===== config.mk =====
export PLATFORM = sky130hd
export DESIGN_NAME = hsr_mac
export DESIGN_NICKNAME = d
export VERILOG_FILES = /design/src/design/heat_stencil_relaxation_assert.svh /design/src/design/hsr_pkg.sv /design/src/design/hsr_mac.sv
export SDC_FILE = /design/constraint.sdc
export NUM_CORES = 2
export LEC_CHECK = 0
export CAP_MARGIN = 15
export CORE_UTILIZATION = 50
export CTS_BUF_LIST = sky130_fd_sc_hd__clkbuf_16
export DETAILED_ROUTE_END_ITERATION = 16
export DONT_BUFFER_PORTS = 1
export GPL_ROUTABILITY_DRIVEN = 0
export PLACE_DENSITY = 0.67
export SETUP_SLACK_MARGIN = 0.3
export SLEW_MARGIN = 20
export SYNTH_ARGS = -nofsm -noshare
export SYNTH_HDL_FRONTEND = slang
export SYNTH_SLANG_ARGS = --single-unit

===== constraint.sdc =====
create_clock -name i_clk -period 20.5 [get_ports i_clk]
set_input_delay 1.025 -clock i_clk [delete_from_list [all_inputs] [get_ports i_clk]]
set_output_delay 1.025 -clock i_clk [all_outputs]
set_load 0.05 [all_outputs]

===== src/design/heat_stencil_relaxation_assert.svh =====
// Assertion macros for the heat stencil relaxation block
`ifndef HEAT_STENCIL_RELAXATION_ASSERT_SVH
`define HEAT_STENCIL_RELAXATION_ASSERT_SVH

// same-cycle implication, sampled on i_clk, off during reset
`define HSR_ASSERT_IMP(lbl, ante, cons) \
    lbl: assert property (@(posedge i_clk) disable iff (!i_rst_n) (ante) |-> (cons)) \
        else $error("hsr assertion failed");

// next-cycle implication
`define HSR_ASSERT_NXT(lbl, ante, cons) \
    lbl: assert property (@(posedge i_clk) disable iff (!i_rst_n) (ante) |=> (cons)) \
        else $error("hsr assertion failed");

`endif


===== src/design/hsr_pkg.sv =====
// Package: constants, types and codes of the heat stencil relaxation block
package hsr_pkg;
    localparam int MAX_ROWS = 64;
    localparam int MAX_COLS = 64;
    localparam int CELLS    = MAX_ROWS * MAX_COLS;
    localparam int AW       = $clog2(CELLS);
    localparam int WDIR     = 9598;
    localparam int WDIAG    = 6786;
    localparam int QONE     = 65536;

    typedef enum logic [2:0] {
        S_IDLE,
        S_READ,
        S_MAC,
        S_STATS,
        S_DONE
    } t_state;

    typedef enum logic [1:0] {
        SRC_INIT,
        SRC_G0,
        SRC_G1
    } t_src;

    typedef enum logic [1:0] {
        REG_THRESHOLD,
        REG_MAX_ITER,
        REG_ROWS,
        REG_COLS
    } t_reg;

    typedef struct packed {
        logic mul_en;
        logic acc_load;
        logic acc_add;
    } t_mac_ctl;
endpackage


===== src/design/hsr_mac.sv =====
// Shared multiply-accumulate unit with round-half-up shift by 16
module hsr_mac (
    input  logic                 i_clk,
    input  hsr_pkg::t_mac_ctl    i_ctl,
    input  logic signed [35:0]   i_op_a,
    input  logic signed [17:0]   i_op_b,
    output logic signed [39:0]   o_round
);
    import hsr_pkg::*;

    logic signed [53:0] r_prod;
    logic signed [55:0] r_acc;
    logic signed [55:0] biased;

    always_ff @(posedge i_clk) begin
        if (i_ctl.mul_en) begin
            r_prod <= i_op_a * i_op_b;
        end
        if (i_ctl.acc_load) begin
            r_acc <= 56'(r_prod);
        end else if (i_ctl.acc_add) begin
            r_acc <= r_acc + 56'(r_prod);
        end
    end

    assign biased  = r_acc + 56'sd32768;
    assign o_round = biased[55:16];
endmodule


**Word level (Yosys, flattened, before mapping)**

Cells that the tools add are included.

- Register bits after elaboration: 110
- Output and inout bits: 40

- Add/sub/neg operators: 2
- Multipliers: 1
- Mux-type cells: 2
- Reductions and logical operators: 1

Operators by type and width:

| operator | count |
|---|---|
| 56-bit 2-to-1 mux | 2 |
| 56-bit by 17-bit adder with 56-bit output, second input constant | 1 |
| 56-bit by 54-bit adder with 56-bit output | 1 |
| 36-bit by 18-bit multiplier with 54-bit output | 1 |
| 2-bit nonzero test | 1 |

**Logic depth before layout (Yosys ltp)**

- Depth in word-level cells: 3
- Mapped depth: 28

**Worst setup path after synthesis**

Ideal clock, no wire load.

- Path kind: input -> register
- From: input i_op_a[22]
- To: register r_prod[50] (data pin)
- Setup time: 258 ps
- Arrival: 7059 ps
- Path slack: 13183 ps
- Cell stages on the path: 25
- Cell sequence: clkbuf_1 -> clkbuf_1 -> nand2_1 -> fa_1 -> fa_1 -> fa_1 -> inv_1 -> fa_1 -> fa_1 -> inv_1 -> fa_1 -> inv_1 -> ha_1 -> clkbuf_1 -> a211oi_1 -> nor2_1 -> o31ai_1 -> a21oi_1 -> or3_1 -> o21ai_1 -> o21a_1 -> a21oi_1 -> a221o_1 -> a21oi_1 -> xnor2_1

- Cells in the longest elaborated chain, start to end: 1

Ends and longest elaborated chain:

| element | RTL line | text |
|---|---|---|
| from (decl) | hsr_mac.sv:5 | `input logic signed [35:0] i_op_a,` |
| 36-bit by 18-bit multiplier with 54-bit output | hsr_mac.sv:17 | `r_prod <= i_op_a * i_op_b;` |
| to (signal assigned) | hsr_mac.sv:17 |  |
| to (decl) | hsr_mac.sv:11 | `logic signed [53:0] r_prod;` |

Every way passes these cells.
A chain may end at the register's enable or synchronous reset.

**Worst setup path in the final report**

- From: input i_op_b[17]
- To: register r_prod[48] (data pin)

- Cells in the longest elaborated chain, start to end: 1

Ends and longest elaborated chain:

| element | RTL line | text |
|---|---|---|
| from (decl) | hsr_mac.sv:6 | `input logic signed [17:0] i_op_b,` |
| 36-bit by 18-bit multiplier with 54-bit output | hsr_mac.sv:17 |  |

Every way passes these cells.

==> results.py <==
metrics = {
    "clocking": {
        "clock_latency_ns": 0.37,
        "cts_buffers": 9,
        "cts_tree": "yes",
        "clock_path_buffers": 2,
        "cts_resized": 0,
        "clk_pin_slew_ns": 0.07,
        "ctsHoldBuffers": 0,
        "cts_setup_buffers": 0,
        "root_buffer": "clkbuf_16",
        "clock_sinks": 110,
        "cts-htree-levels": 3,
    },
    "final_layout": {
        "finalInstanceArea_um2": 30400,
        "stdcell_count": 3933,
        "mostFrequentLayoutCell": "inv_1",
        "layout-drive-gt1-share_pct": 1.39,
        "area_growth_pct": 1.51,
        "final_cell_mix": "698 x inv_1, 618 x fa_1, 489 x nand2_1",
        "num-nets-final": 4016,
        "n_antenna_cell": 0,
    },
    "synth": {
        "synth-main-ff-cell": "edfxtp_1",
        "synth_edf_count": 110,
        "ys_types": 68,
        "synth_async_sr_flop_share_pct": 0,
        "avgSynthCellArea_um2": 9.00,
        "ys_ff_latch": 110,
        "yosysTopAreaCell": "fa_1",
        "netlist_top_cells_area": "fa_1 41%, edfxtp_1 11%, inv_1 8.7%",
        "synth_seq_area_share_pct": 11.0,
        "yosysWarningCount": 0,
        "syn_area_um2": 30000,
        "synth_nets": 4191,
        "synth_top_cell_area_share_pct": 41.3,
        "synth_cells": 3330,
    },
    "global_route": {
        "grt_pass1_wl_mm": 116,
        "met3_usage_pct": 4.89,
        "met2_usage_pct": 36.4,
        "grt_max_degree": 108,
        "grt_pass1_vias": 21600,
        "antenna_found_initial": 0,
        "use_met1_pct": 36.2,
        "top_usage_layer": "met2",
        "grtUsageTotal_pct": 24.2,
        "grt_remaining_overflow": 0,
    },
    "worst_setup_path": {
        "crit_chain": "inv_1 > buf_4 > nor2_1 > fa_1 > fa_1 > fa_1 > fa_1 > fa_1 > inv_1 > fa_1 > inv_1 > ha_1 > a211oi_1 > nor2_1 > o31ai_1 > a21oi_1 > or3_1 > o21ai_1 > o21a_1 > a21oi_1 > a41oi_1 > o21ai_0 > xnor2_1",
        "crit_path_top_delay_cell": "fa_1",
        "critPathCaptureType": "register",
        "cpPeakStageDelay_ns": 0.53,
        "crit_top_cell": "fa_1",
        "critical_path_class": "in2reg",
        "cp-start-kind": "input pin",
        "critical_path_arrival_ns": 7.15,
        "worstPathRequired_ns": 20.62,
        "crit_fanout": 31,
        "reg2reg_depth": 14,
    },
    "route": {
        "first_pass_iters": 11,
        "via_per_inst": 5.31,
        "wl_mm": 70.5,
        "ant_nets": 0,
        "dr_total_vias": 20900,
        "first_iter_violations": 1475,
        "drc": 20,
        "wl_per_cell_um": 17.9,
    },
    "floorplan": {
        "die_x_um": 247,
        "ios": 98,
        "die_h_um": 247,
        "coreArea_um2": 59100,
        "die-area_um2": 60900,
        "start_util_pct": 50.7,
        "num_rows": 89,
    },
    "sta": {
        "finalSetupViolations": 0,
        "fin_crit_ns": 7.03,
        "period_share_pct": 34.3,
        "slew_headroom_pct": 22.3,
        "rsz0062_at_grt": "false",
        "timing.setup.tns_ns": 0,
        "skew_ns": 0.0125,
        "hold_violations": 0,
        "clock.fmax_mhz": 142,
        "worstMarginPinSlew_ns": 1.16,
        "final-max-slew-violation-count": 0,
    },
    "outcome": {
        "outcome": "finished with violations",
        "violations": "DRC",
    },
    "place": {
        "dp_cells": 3917,
        "place.port_buffers": 0,
        "placed_area_um2": 30100,
        "hpwl_mm": 56.9,
    },
    "min_path": {
        "hp-class": "reg2reg",
        "hold_depth": 2,
    },
    "job": {
        "maxCapViolCount": 0,
    },
}
## cell families after synthesis
family                   after synthesis  synth area share [%]
XOR/XNOR                             145                  4.24
adder cells (fa/ha/maj)              803                  49.0
AO/OA/AOI/OAI                        378                  8.14
buffers and inverters                890                  11.7
flip-flops                           110                  11.0
AND/OR/NAND/NOR                     1000                  15.7
multiplexers                           4                 0.146
## area by class of cell
type / count / area (um^2)
multi-input combinational: 2330 / 23200
tap: 773 / 967
timing repair buffer: 6 / 45.0
sequential: 110 / 3300
clock buffer: 9 / 225
fill: 5435 / 28700
clock inverter: 7 / 78.8
inverter: 698 / 2620
## per-layer routing
metal	vias up	part of all wire (%)
li1	9717	-
met1	10400	47
met2	679	43
met3	75	8.6
met4	0	1.8
met5	-	0
## metrics by stage
stage                     hold WS [ns]  setup slack, ns  utilization [%]
after floorplan                  0.520            13.18                -
after global placement           0.550            13.14             50.9
after detailed placement         0.555            13.10             50.9
after CTS                        0.575            13.50             51.4
after global routing             0.595            13.22             51.4
final                            0.570            13.47             51.4
## flip-flops by register name, summed over array words and instances, names as in the netlist
| register | count |
|---|---|
| r_prod | 54 |
| r_acc | 56 |
## final timing paths
path	start	to	slack, ns
worst max register to register	r_prod[0]	r_acc[54]	16.69
worst max-delay path	i_op_b[17]	r_prod[48]	13.47
worst min register to register	r_prod[46]	r_acc[46]	0.57
worst min-delay path	r_prod[46]	r_acc[46]	0.57
## cells in the mapped netlist (all sizes together) (3+ instances only)
master / n
inv: 698
fa: 618
nand2: 489
and2: 262
ha: 185
clkbuf: 146
edfxtp: 110
o21ai: 109
a21oi: 105
nor2: 105
xnor2: 100
a21o: 52
buf: 46
nand3: 45
xor2: 45
and3: 21
o21a: 19
nor3: 18
nor2b: 15
a31oi: 14
nand2b: 14
nand4: 14
o21bai: 14
a211oi: 8
a41oi: 7
o211ai: 7
a211o: 6
o31ai: 5
and4: 4
or2: 4
or3: 4
a2111oi: 3
mux2: 3
o31a: 3
## critical path, delay by kind of cell
kind / cells / cell delay, ns
compound gates: 8 / 1.64
buf+inv: 4 / 0.49
fa+ha+maj: 7 / 3.27
xor+xnor: 1 / 0.14
simple gates: 3 / 0.56
Power is left out: the tool's default activity adds up to more than one toggle a clock period on the data nets, which glitch-free logic cannot reach.
